## config.mk

```make
export PLATFORM = sky130hd
export DESIGN_NAME = mahb_merge
export DESIGN_NICKNAME = d
export VERILOG_FILES = /design/src/hdl/mahb_pkg.sv /design/src/hdl/mahb_merge.sv
export SDC_FILE = /design/constraint.sdc
export NUM_CORES = 2
export LEC_CHECK = 0
export BUFFER_PORTS_ARGS = -buffer_cell sky130_fd_sc_hd__buf_2
export CORE_ASPECT_RATIO = 1.1
export CORE_MARGIN = 2
export CORE_UTILIZATION = 50
export DETAILED_ROUTE_END_ITERATION = 8
export GPL_TIMING_DRIVEN = 0
export PLACE_DENSITY = 0.8
export SYNTH_ARGS = -nofsm -noshare
export SYNTH_HDL_FRONTEND = slang
export SYNTH_SLANG_ARGS = --single-unit
```

## constraint.sdc

```tcl
create_clock -name clk -period 7.3 [get_ports clk]
set_input_delay 1.095 -clock clk [delete_from_list [all_inputs] [get_ports clk]]
set_output_delay 1.095 -clock clk [all_outputs]
set_load 0.01 [all_outputs]
```

## src/hdl/mahb_pkg.sv

```systemverilog
// ----------------------------------------------------------------------------
// mahb_pkg: shared types and constants of the audio history buffer
// Item structs, status and request codes, lane controls, divide table.
// ----------------------------------------------------------------------------
package mahb_pkg;

  localparam int CAPACITY     = 4096;
  localparam int ADDR_W       = $clog2(CAPACITY);
  localparam int COUNT_W      = ADDR_W + 1;
  localparam int MAX_CHANNELS = 8;
  localparam int CHAN_W       = 4;
  localparam int SAMPLE_BITS  = 24;
  localparam int FRAME_W      = MAX_CHANNELS * SAMPLE_BITS;
  localparam int SUM_W        = SAMPLE_BITS + 3;
  localparam int RECIP_SHIFT  = 30;
  localparam int RECIP_W      = RECIP_SHIFT + 1;
  localparam int PROD_W       = SUM_W + RECIP_W;
  localparam int LANE_W       = 3;

  localparam logic              REQ_APPEND   = 1'b0;
  localparam logic              REQ_READ     = 1'b1;
  localparam logic [CHAN_W-1:0] ALL_CHANNELS = CHAN_W'(MAX_CHANNELS);

  localparam logic [1:0] ST_OK       = 2'd0;
  localparam logic [1:0] ST_BAD_CHAN = 2'd1;
  localparam logic [1:0] ST_BAD_WIN  = 2'd2;

  typedef logic signed [SAMPLE_BITS-1:0] sample_t;
  typedef logic signed [SUM_W-1:0]       sum_t;

  typedef struct packed {
    logic                 req_type;
    sample_t              sample_ch0;
    sample_t              sample_ch1;
    sample_t              sample_ch2;
    sample_t              sample_ch3;
    sample_t              sample_ch4;
    sample_t              sample_ch5;
    sample_t              sample_ch6;
    sample_t              sample_ch7;
    logic [COUNT_W-1:0]   read_count;
    logic [ADDR_W-1:0]    read_offset;
    logic [CHAN_W-1:0]    read_channel;
  } mahb_in_t;

  typedef struct packed {
    logic [1:0] status;
    sample_t    sample_value;
    logic       window_filled;
  } mahb_out_t;

  // Stage enables from the read sequencer to lanes and merge
  typedef struct packed {
    logic lane_en;
    logic pair_en;
    logic total_en;
    logic mul_en;
  } mahb_ctl_t;

  // ceil(2^RECIP_SHIFT / n): exact truncating quotient for |sum| < 2^27
  function automatic logic [RECIP_W-1:0] mahb_recip(input logic [CHAN_W-1:0] n);
    logic [RECIP_W-1:0] r;
    unique case (n)
      4'd2:    r = RECIP_W'(536870912);
      4'd3:    r = RECIP_W'(357913942);
      4'd4:    r = RECIP_W'(268435456);
      4'd5:    r = RECIP_W'(214748365);
      4'd6:    r = RECIP_W'(178956971);
      4'd7:    r = RECIP_W'(153391690);
      4'd8:    r = RECIP_W'(134217728);
      default: r = RECIP_W'(1073741824);
    endcase
    return r;
  endfunction

endpackage

```

## src/hdl/mahb_merge.sv

```systemverilog
// ----------------------------------------------------------------------------
// mahb_merge: combine lane results
// Registered adder tree, magnitude, reciprocal multiply for the channel
// average, and the single-channel pick.
// ----------------------------------------------------------------------------
module mahb_merge
  import mahb_pkg::*;
(
  input  logic              clk,
  input  mahb_ctl_t         ctl,
  input  logic [CHAN_W-1:0] num_channels,
  input  sum_t              terms [MAX_CHANNELS],
  input  sample_t           picks [MAX_CHANNELS],
  output sample_t           avg_value,
  output sample_t           pick_value
);

  localparam int NPAIR = MAX_CHANNELS / 2;

  sum_t               pair [NPAIR];
  sum_t               total;
  logic               neg;
  logic [SUM_W-1:0]   mag;
  logic [RECIP_W-1:0] recip;
  logic [PROD_W-1:0]  prod;
  sample_t            pick_or;
  logic [SUM_W-1:0]   quot;
  logic [SUM_W-1:0]   signed_quot;

  always_comb begin
    pick_or = '0;
    for (int i = 0; i < MAX_CHANNELS; i++) begin
      pick_or = pick_or | picks[i];
    end
    total = '0;
    for (int k = 0; k < NPAIR; k++) begin
      total = total + pair[k];
    end
  end

  always_ff @(posedge clk) begin
    if (ctl.pair_en) begin
      for (int k = 0; k < NPAIR; k++) begin
        pair[k] <= terms[2*k] + terms[2*k+1];
      end
      pick_value <= pick_or;
    end
    if (ctl.total_en) begin
      neg   <= total[SUM_W-1];
      mag   <= total[SUM_W-1] ? SUM_W'(-total) : SUM_W'(total);
      recip <= mahb_recip(num_channels);
    end
    if (ctl.mul_en) begin
      prod <= PROD_W'(mag) * PROD_W'(recip);
    end
  end

  // Truncate toward zero: divide the magnitude, then restore the sign
  assign quot        = prod[RECIP_SHIFT +: SUM_W];
  assign signed_quot = neg ? (~quot + 1'b1) : quot;
  assign avg_value   = signed_quot[SAMPLE_BITS-1:0];

endmodule

```

==> impl_metrics.ini <==
[logic_synthesis]
synth_cell_types = 80
synthCells = 3390
async_flop_share_pct = 0
synth_fp_nets = 4733
ys_seq_elements = 197
syn_area_um2 = 33800
ys_warn_count = 0
synth-edff-count = 197
ys.flop_type = edfxtp_1
avgSynthCellArea_um2 = 9.98
synth-seq-area-share_pct = 17.5

[global_route]
grt_pass1_wl_mm = 167
antenna_found_initial = 11
grtUsageTotal_pct = 33.0
grt-ovfl-total = 0
grt_max_degree = 106
grt_pass1_vias = 27800

[sta]
fin_crit_ps = 7280
tns_ps = 0
finClkSkew_ps = 21.8
finalWorstSetupSlack_ps = 19.6
period_share_pct = 99.7
fmax_mhz = 137
tightest_slew_ps = 1160
hold_violations = 0
slew_headroom_pct = 21.8
hold_slack_ps = 623
rsz0062_at_grt = true
setup_violations = 0
slew_viol_final = 0

[cts]
cts_root_buf = clkbuf_16
cts_sinks = 197
cts_tree = yes
worstSkewPairLatency_ps = 510
clk_pin_slew_ps = 70
h-tree-depth = 4
numCtsBuffers = 17
clock_path_buffers = 2

[placement]
io_buffers = 460
place_congestion = 1.04
dp_hpwl_mm = 96.8
dp_slack_ps = -1710

[worst_setup_path]
path_max_fanout = 6
end_kind = flop
cp-start-kind = flop
critPathKind = flop to flop
critPathRequiredTime_ps = 7540
r2r_start = recip[21]
startpoint = recip[21]
reg2regPathDepth = 24
cp.arrival_ps = 7520

[route]
drtPass1Iterations = 5
wl_per_cell_um = 23.3
antenna_left = 0
drt_wl_total_mm = 112
drt-initial-drc-count = 1726
viasPerCell = 5.39
vias = 26000
post-route-drc-count = 0

[floorplan]
die_area_um2 = 69800
coreArea_um2 = 67300
fp.dieW_um = 252
boundaryPins = 465
start_util_pct = 50.3
rows = 100
die_y_um = 277

[final_layout]
nNetsFinal = 5288
multiInputGateArea_um2 = 25000
syn2layout_area_growth_pct = 16.7
drive_gt1_share_pct = 19.4
fill_cells = 5796
seq_area_um2 = 5920

[worst_hold_path]
min_from = pair[1][0]
hp-class = flop to flop
min_path_cells = 1

[outcome]
status = finished, final reports clean

[job]
maxCapViolCount = 0
[worst max-delay path: stages, from the launching register on]
cell and delay [ps]:
edfxtp_1 440, buf_6 170, clkbuf_16 170, buf_4 160, and2_1 150, fa_1 430
inv_1 150, fa_1 470, fa_1 560, inv_1 60, fa_1 490, fa_1 580
fa_1 450, fa_2 600, ha_4 220, and3_4 180, and2_4 160, a221oi_4 320
nor2b_4 80, o31ai_4 330, o41ai_4 100, a41o_1 300, a41o_1 230, a21oi_2 170
xnor2_1 80
[logic make-up (layout without fill, tap and decap cells)]
kind of cell               count (synthesis)  count (layout)  synth area share [%]
adders and majority gates                926             926                  48.1
buffers and inverters                    896            1464                  9.97
and+or+nand+nor                          740             740                  10.9
AOI/OAI and AO/OA                        427             427                  8.27
xor gates and xnor gates                 204             204                  5.33
DFF                                      197             197                  17.5
other                                      0               3                     0
[metrics by stage]
| stage | std cells | utilization, % | area [µm²] |
|---|---|---|---|
| floorplan | 3390 | - | 33800 |
| global placement | 4717 | 55.3 | 37200 |
| detailed placement | 4718 | 55.3 | 37200 |
| CTS | 4813 | 58.2 | 39200 |
| global route | 4828 | 58.6 | 39500 |
| finish | 4828 | 58.6 | 39500 |
[worst paths after layout]
check | slack, ps | endpoint
setup / recovery | 20 | prod[53]
hold / removal | 620 | mag[0]
setup reg to reg | 20 | prod[53]
hold reg to reg | 620 | mag[0]
[what timing repair did]
item / 4_1_cts / 5_1_grt
gates cloned: 1 / 1
resized for setup: 221 / 60
pin swaps: 42 / 50
hold endpoints to repair: 0 / 0
setup buffers: 71 / 13
hold buffers: 0 / 0
setup endpoints to repair: 24 / 11
[routing by layer]
metal / vias to the layer above / share of wire [%] / global-route usage [%]
li1: 11800 / - / -
met1: 12800 / 38 / 40.9
met2: 1164 / 47 / 54.7
met3: 259 / 8.3 / 6.79
met4: 6 / 6.2 / 16.8
met5: - / 0.036 / 0
[registers in the layout, summed over array words and instances, names as in the netlist]
register / cells
mag: 27
neg: 1
pair: 108
pick_value: 24
prod: 24
recip: 13
[cell usage in the layout, fill, tap and decap left out, drive strengths merged, types with 18 or more instances in the layout]
master	n
nand3	18
edfxtp	197
o21a	19
nor2b	18
nand2b	24
fa	623
o21ai	79
and3	18
xor2	61
nor2	91
nor3	25
nor4	54
ha	303
xnor2	143
buf	553
a21oi	126
and2	140
a21o	73
clkbuf	71
inv	829
a31oi	18
nand2	305
o21bai	22
[cells in the mapped netlist, types with 68 or more instances]
master / count / share of area, %
inv_1: 824 / 9.1
fa_1: 623 / 37
nand2_1: 305 / 3.4
ha_1: 303 / 11
edfxtp_1: 197 / 17
xnor2_1: 143 / 3.7
and2_1: 138 / 2.6
a21oi_1: 125 / 1.8
nor2_1: 91 / 1.0
a21o_1: 73 / 1.6
o21ai_0: 72 / 1.1
clkbuf_1: 68 / 0.75
[area by class of cell]
class | instances | area share (%)
diodes | 3 | 0.0190
plain buffers | 61 | 1.82
clock buffers | 17 | 1.08
clock inverters | 15 | 0.418
inverters | 825 | 7.86
multi-input cells | 2297 | 63.4
flip-flops and latches | 197 | 15.0
well taps | 867 | 2.75
repair buffers | 546 | 7.70
Power is left out: the tool's default activity adds up to more than one toggle a clock period on the data nets, which glitch-free logic cannot reach.
