## src/hdl/mahb_pkg.sv

```systemverilog
// ----------------------------------------------------------------------------
// mahb_pkg: shared types and constants of the audio history buffer
// Item structs, status and request codes, lane controls, divide table.
// ----------------------------------------------------------------------------
package mahb_pkg;

  localparam int CAPACITY     = 4096;
  localparam int ADDR_W       = $clog2(CAPACITY);
  localparam int COUNT_W      = ADDR_W + 1;
  localparam int MAX_CHANNELS = 8;
  localparam int CHAN_W       = 4;
  localparam int SAMPLE_BITS  = 24;
  localparam int FRAME_W      = MAX_CHANNELS * SAMPLE_BITS;
  localparam int SUM_W        = SAMPLE_BITS + 3;
  localparam int RECIP_SHIFT  = 30;
  localparam int RECIP_W      = RECIP_SHIFT + 1;
  localparam int PROD_W       = SUM_W + RECIP_W;
  localparam int LANE_W       = 3;

  localparam logic              REQ_APPEND   = 1'b0;
  localparam logic              REQ_READ     = 1'b1;
  localparam logic [CHAN_W-1:0] ALL_CHANNELS = CHAN_W'(MAX_CHANNELS);

  localparam logic [1:0] ST_OK       = 2'd0;
  localparam logic [1:0] ST_BAD_CHAN = 2'd1;
  localparam logic [1:0] ST_BAD_WIN  = 2'd2;

  typedef logic signed [SAMPLE_BITS-1:0] sample_t;
  typedef logic signed [SUM_W-1:0]       sum_t;

  typedef struct packed {
    logic                 req_type;
    sample_t              sample_ch0;
    sample_t              sample_ch1;
    sample_t              sample_ch2;
    sample_t              sample_ch3;
    sample_t              sample_ch4;
    sample_t              sample_ch5;
    sample_t              sample_ch6;
    sample_t              sample_ch7;
    logic [COUNT_W-1:0]   read_count;
    logic [ADDR_W-1:0]    read_offset;
    logic [CHAN_W-1:0]    read_channel;
  } mahb_in_t;

  typedef struct packed {
    logic [1:0] status;
    sample_t    sample_value;
    logic       window_filled;
  } mahb_out_t;

  // Stage enables from the read sequencer to lanes and merge
  typedef struct packed {
    logic lane_en;
    logic pair_en;
    logic total_en;
    logic mul_en;
  } mahb_ctl_t;

  // ceil(2^RECIP_SHIFT / n): exact truncating quotient for |sum| < 2^27
  function automatic logic [RECIP_W-1:0] mahb_recip(input logic [CHAN_W-1:0] n);
    logic [RECIP_W-1:0] r;
    unique case (n)
      4'd2:    r = RECIP_W'(536870912);
      4'd3:    r = RECIP_W'(357913942);
      4'd4:    r = RECIP_W'(268435456);
      4'd5:    r = RECIP_W'(214748365);
      4'd6:    r = RECIP_W'(178956971);
      4'd7:    r = RECIP_W'(153391690);
      4'd8:    r = RECIP_W'(134217728);
      default: r = RECIP_W'(1073741824);
    endcase
    return r;
  endfunction

endpackage

```

## src/hdl/mahb_lane.sv

```systemverilog
// ----------------------------------------------------------------------------
// mahb_lane: one channel lane
// Masks the lane's sample by the active channel count and picks it when the
// read names this channel.
// ----------------------------------------------------------------------------
module mahb_lane
  import mahb_pkg::*;
(
  input  logic              clk,
  input  mahb_ctl_t         ctl,
  input  logic [LANE_W-1:0] lane_id,
  input  logic [CHAN_W-1:0] num_channels,
  input  logic [CHAN_W-1:0] read_channel,
  input  sample_t           sample,
  output sum_t              term,
  output sample_t           pick
);

  logic active;
  logic chosen;

  assign active = {1'b0, lane_id} < num_channels;
  assign chosen = read_channel == {1'b0, lane_id};

  always_ff @(posedge clk) begin
    if (ctl.lane_en) begin
      term <= active ? SUM_W'(sample) : '0;
      pick <= chosen ? sample : '0;
    end
  end

endmodule

```

## config.mk

```make
export PLATFORM = sky130hd
export DESIGN_NAME = mahb_lane
export DESIGN_NICKNAME = d
export VERILOG_FILES = /design/src/hdl/mahb_pkg.sv /design/src/hdl/mahb_lane.sv
export SDC_FILE = /design/constraint.sdc
export NUM_CORES = 1
export LEC_CHECK = 0
export BUFFER_PORTS_ARGS = -buffer_cell sky130_fd_sc_hd__clkbuf_2
export CORE_AREA = 5 5 62 86
export CTS_CLUSTER_SIZE = 10
export DETAILED_ROUTE_END_ITERATION = 8
export DIE_AREA = 0 0 67 91
export PLACE_DENSITY = 0.76
export SLEW_MARGIN = 15
export SYNTH_ARGS = -nofsm -noshare
export SYNTH_HDL_FRONTEND = slang
export SYNTH_SLANG_ARGS = --single-unit
```

## constraint.sdc

```tcl
create_clock -name clk -period 2.35 [get_ports clk]
set_clock_uncertainty 0.2 [all_clocks]
set_input_delay 0.47 -clock clk [delete_from_list [all_inputs] [get_ports clk]]
set_output_delay 0.47 -clock clk [all_outputs]
set_load 0.05 [all_outputs]
```

==> results of run 1 <==
critical path, stage by stage:
cell and delay, ns:
clkbuf_2 0.10, ha_1 0.27, a211o_1 0.65, a21boi_0 0.21
how the worst max path moves through the flow:
| stage | to | slack [ns] | cells after the start |
|---|---|---|---|
| 2_1_floorplan | term[0] | 0.54 | 6 |
| 3_3_place_gp | term[17] | 0.15 | 4 |
| 3_5_place_dp | term[17] | 0.13 | 4 |
| 4_1_cts | term[17] | 0.41 | 4 |
| 5_1_grt | term[17] | 0.31 | 4 |
| 6_report | term[17] | 0.44 | 4 |
layout make-up:
| class | count | area (um^2) |
|---|---|---|
| clock buffer | 6 | 72.6 |
| clock inverter | 2 | 35.0 |
| fill | 376 | 1930 |
| inverter | 2 | 7.51 |
| multi-input combinational | 58 | 428 |
| sequential | 48 | 1440 |
| tap | 62 | 77.6 |
| timing repair buffer | 90 | 470 |
cell usage in the layout, fill, tap and decap left out, types with 2 or more instances in the layout:
cell and n:
clkbuf_2 87, edfxtp_1 48, and2_1 24, a21boi_1 20, clkbuf_8 5, a21boi_0 4, xor2_1 3, inv_1 2
ha_1 2, buf_4 2
power groups by stage:
stage / Combinational, mW / Sequential, mW / Clock, mW
2_1_floorplan: 0.0956 / 1.30 / 0
3_3_place_gp: 0.459 / 1.05 / 0
3_5_place_dp: 0.463 / 1.06 / 0
4_1_cts: 0.465 / 1.04 / 0.573
5_1_grt: 0.483 / 1.04 / 0.622
6_report: 0.460 / 1.04 / 0.558
routing by layer:
metal | vias to the layer above | wire length, um | global-route usage | share of wire
met3 | 6 | 367 | 0.0383 | 0.096
met1 | 577 | 1320 | 0.134 | 0.34
li1 | 598 | - | - | -
met4 | 0 | 68 | 0.0609 | 0.018
met5 | - | 0 | 0 | 0
met2 | 58 | 2090 | 0.244 | 0.54
kinds of logic after synthesis:
kind of cell,share of synthesized area
AO/OA/AOI/OAI,0.0969
XOR/XNOR,0.0135
adder cells (fa/ha/maj),0.0128
buffers and inverters,0.0424
flip-flops,0.739
AND/OR/NAND/NOR,0.0950
metrics by stage:
stage	area [um^2]	utilization	worst slack, ns
6_report	2530	0.567	0.444
3_5_place_dp	2420	0.543	0.127
2_1_floorplan	1950	-	0.538
3_3_place_gp	2420	0.543	0.151
5_1_grt	2530	0.567	0.306
4_1_cts	2530	0.567	0.406
state kept, by name, summed over array words and instances (netlist names):
register,cells
pick,24
term,24
==> results_dict.tcl, run 1 <==
set metrics [dict create \
    die_w_um 67 \
    final_hold_viol_count 0 \
    synthArstFlopShare 0 \
    hold_start "sample[0]" \
    synth_edf_count 48 \
    hold_path_end "pick[0]" \
    syn_inst 117 \
    timing.fmax_ghz 0.525 \
    crit_required_ns 2.15 \
    drt-pass1-iter-count 4 \
    max_cap_viol_count 0 \
    critical_path_class "in -> reg" \
    cp-startpoint "lane_id[1]" \
    htreeDepth 2 \
    ios 91 \
    max-clock-path-buffers 2 \
    cp_data_arrival_time_ns 1.71 \
    wl_per_cell_um 14.3 \
    cts-root-buf "clkbuf_8" \
    dieArea_um2 6100 \
    syn_area_per_cell_um2 16.7 \
    synth.most_common_cell "edfxtp_1" \
    synth.largest_area_cell "edfxtp_1" \
    cts_setup_buffers 0 \
    drtAntennaViolNets 0 \
    grt_overflow 0 \
    switching_share 0.301 \
    ctsHoldBuffers 0 \
    path_clk_slew_ns 0.08 \
    synth_fp_nets 159 \
    p_sw_mw 0.619 \
    cts_tree "yes" \
    fin_crit_sh 0.811 \
    hold_path_depth 2 \
    power_density_nw_per_um2 811 \
    synth.cell_area_um2 1950 \
    synth_ff_type "edfxtp_1" \
    hold_ws_ns 0.268 \
    area_delta_synth_final_pct 29.9 \
    antenna_found_initial 0 \
    startpoint_type "input pin" \
    maxSlewViolCount 0 \
    synth_cell_type_count 14 \
    seq_area_frac_synth 0.739 \
    post-route-drc-count 0 \
    grtUsageTotal 0.134 \
    clkPwrFrac 0.272 \
    drive_above_1_share 0.481 \
    finalSetupViolCount 0 \
    yosys-top-cells-count "edfxtp_1, and2_1, a21boi_1, a21boi_0, buf_6" \
    viasPerCell 4.62 \
    antennaDiodeCount 0 \
    cts_resized 0 \
    power_leakage_nw 1.09 \
    relSlewSlack 0.456 \
    drt-initial-drc-count 45 \
    fin_tns_setup_ns 0 \
    power.internal_mw 1.43 \
    worstMarginPinSlew_ns 0.817 \
    place_inst 260 \
    grt_pass1_wl_mm 6.01 \
    dpl.hpwl_mm 2.81 \
    worst_setup_path_end_kind "flop" \
    hold_path_class "in -> reg" \
    final_nets 247 \
    power.total_mw 2.05 \
    synth_top_area_frac 0.739 \
    clkSinkCount 48 \
    synth_area_leaders "edfxtp_1, a21boi_1, and2_1" \
    start_util 0.437 \
    grt_pass1_vias 1254 \
    ir_drop_mv 0.316 \
    place_congestion 0.754 \
    worst-path-max-fanout 24 \
    drt_wl_total_mm 3.84 \
    power_frac_seq 0.504 \
    grt_max_degree 33 \
    row_count 29 \
    rsz0062_at_grt "no" \
    combinationalPowerShare 0.224 \
    fin_crit_ns 1.91 \
    instances_no_fill 268 \
    yosysWarnings 0 \
    die_y_um 91 \
    cts_buffers 5 \
    fp.coreArea_um2 4460 \
    num_vias 1239 \
    numPortBuffers 87 \
    status "finished, final reports clean" \
    ys_ff_latch 48 \
]
(Power assumes the default switching activity.)
==> run 2, diff against run 1 <==
Settings changed: CORE_AREA 5 5 62 86 to 5 5 65 90, DIE_AREA 0 0 67 91 to 0 0 70 95, PLACE_DENSITY 0.76 to 0.72.
Clock period 2.35 ns to 1.6 ns, I/O delays scaled along.
==> results_dict.tcl, run 2 (synthesis gave the netlist of run 1 again) <==
set metrics [dict create \
    clkSinkCount 48 \
    cp_top_family "flip-flops" \
    grt_pass1_wl_mm 6.40 \
    maxSlewViolCount 0 \
    dpl.hpwl_mm 2.82 \
    power_density_nw_per_um2 1180 \
    max_stage_delay_ns 0.43 \
    fin_area_um2 2600 \
    path_cells "clkbuf_2" \
    ir_drop_mv 0.688 \
    top_regs "pick x24, term x24" \
    critPathBufInv 1 \
    power.total_mw 3.07 \
    fin_crit_sh 0.940 \
    area_delta_synth_final_pct 33.3 \
    finalSetupViolCount 0 \
    cp_data_arrival_time_ns 0.98 \
    cts_buffers 5 \
    worst-path-max-fanout 4 \
    path_clk_slew_ns 0.09 \
    layout_commonest_cell "clkbuf_2" \
    drive_above_1_share 0.488 \
    max-clock-path-buffers 2 \
    grt_pass1_vias 1306 \
    drt_wl_total_mm 4.12 \
    dpl_worst_slack_ns -0.509 \
    dieArea_um2 6650 \
    ios 91 \
    layout_setup_ws_ns 0.0959 \
    hold_path_class "in -> reg" \
    relSlewSlack 0.602 \
    drtAntennaViolNets 0 \
    cts_tree "yes" \
    ctsHoldBuffers 0 \
    num_vias 1258 \
    numPortBuffers 87 \
    grt_max_degree 49 \
    drt-pass1-iter-count 6 \
    worst_setup_path_end_kind "primary output" \
    max_cap_viol_count 0 \
    antennaDiodeCount 0 \
    multi_input_area_um2 447 \
    post-route-drc-count 0 \
    cts-root-buf "clkbuf_8" \
    startpoint_type "flop" \
    htreeDepth 2 \
    status "finished, final reports clean" \
    critical_path_class "reg -> out" \
    cp_slowest_cell "edfxtp_1" \
    drt-initial-drc-count 82 \
    die_y_um 95 \
    power_leakage_nw 1.12 \
    antenna_found_initial 0 \
    die_w_um 70 \
    nFillCells 464 \
    viasPerCell 4.54 \
    crit_required_ns 1.08 \
    fin_crit_ns 1.50 \
    start_util 0.387 \
    worstMarginPinSlew_ns 0.592 \
    final_cell_mix "clkbuf_2, edfxtp_1, and2_1, a21boi_1" \
    fp.coreArea_um2 5040 \
    row_count 31 \
    final_nets 252 \
    place_area_um2 2450 \
    timing.fmax_ghz 0.665 \
    grt_overflow 0 \
    regArea_um2 1440 \
    wl_per_cell_um 14.9 \
    rsz0062_at_grt "no" \
    grtUsageTotal 0.128 \
    place_congestion 0.705 \
    final_hold_viol_count 0 \
]
run 2: changes by cell type in the layout (fill, tap and decap cells not counted), sizes merged:
cell	delta
nor4	+1
buf	+4
run 2: worst paths after layout:
check / from / endpoint / slack, ns / cells past startpoint
setup / recovery: term[23] / term[26] / 0.1 / 1
hold / removal: sample[19] / pick[19] / 0.11 / 2
run 2: power by group:
part	total (mW)	internal [mW]	switching, mW	leakage, nW
combinational	0.705	0.166	0.539	0.604
clock	0.845	0.464	0.381	0.0552
sequential	1.52	1.50	0.0269	0.462
total	3.07	2.13	0.947	1.12
run 2: what timing repair did:
action / in CTS / in global routing
endpoints found under the hold margin: 0 / 0
setup endpoints to repair: 24 / 12
buffers inserted: 0 / 2
gates resized for setup: 1 / 0
pin swaps: 0 / 1
gates cloned: 1 / 0
run 2: layout make-up:
type	instances	share of cell area
inverters	2	0.00289
well taps	66	0.0318
multi-input cells	59	0.172
repair buffers	94	0.197
clock inverters	2	0.0135
clock buffers	6	0.0279
flip-flops and latches	48	0.555
run 2: metal layers:
layer | global-route usage | share of wire | vias to the layer above
met2 | 0.222 | 0.52 | 60
met5 | 0 | 0 | -
li1 | - | - | 613
met1 | 0.142 | 0.37 | 579
met4 | 0.0527 | 0.017 | 0
met3 | 0.0490 | 0.093 | 6
run 2: per-stage QoR:
stage               instances  hold WS [ns]  TNS, ns   util
floorplan                 117         0.232    -1.25      -
global placement          266         0.412   -12.66  0.487
detailed placement        266         0.416   -15.06  0.487
CTS                       275         0.100        0  0.512
global route              277         0.112        0  0.515
finish                    277         0.111        0  0.515
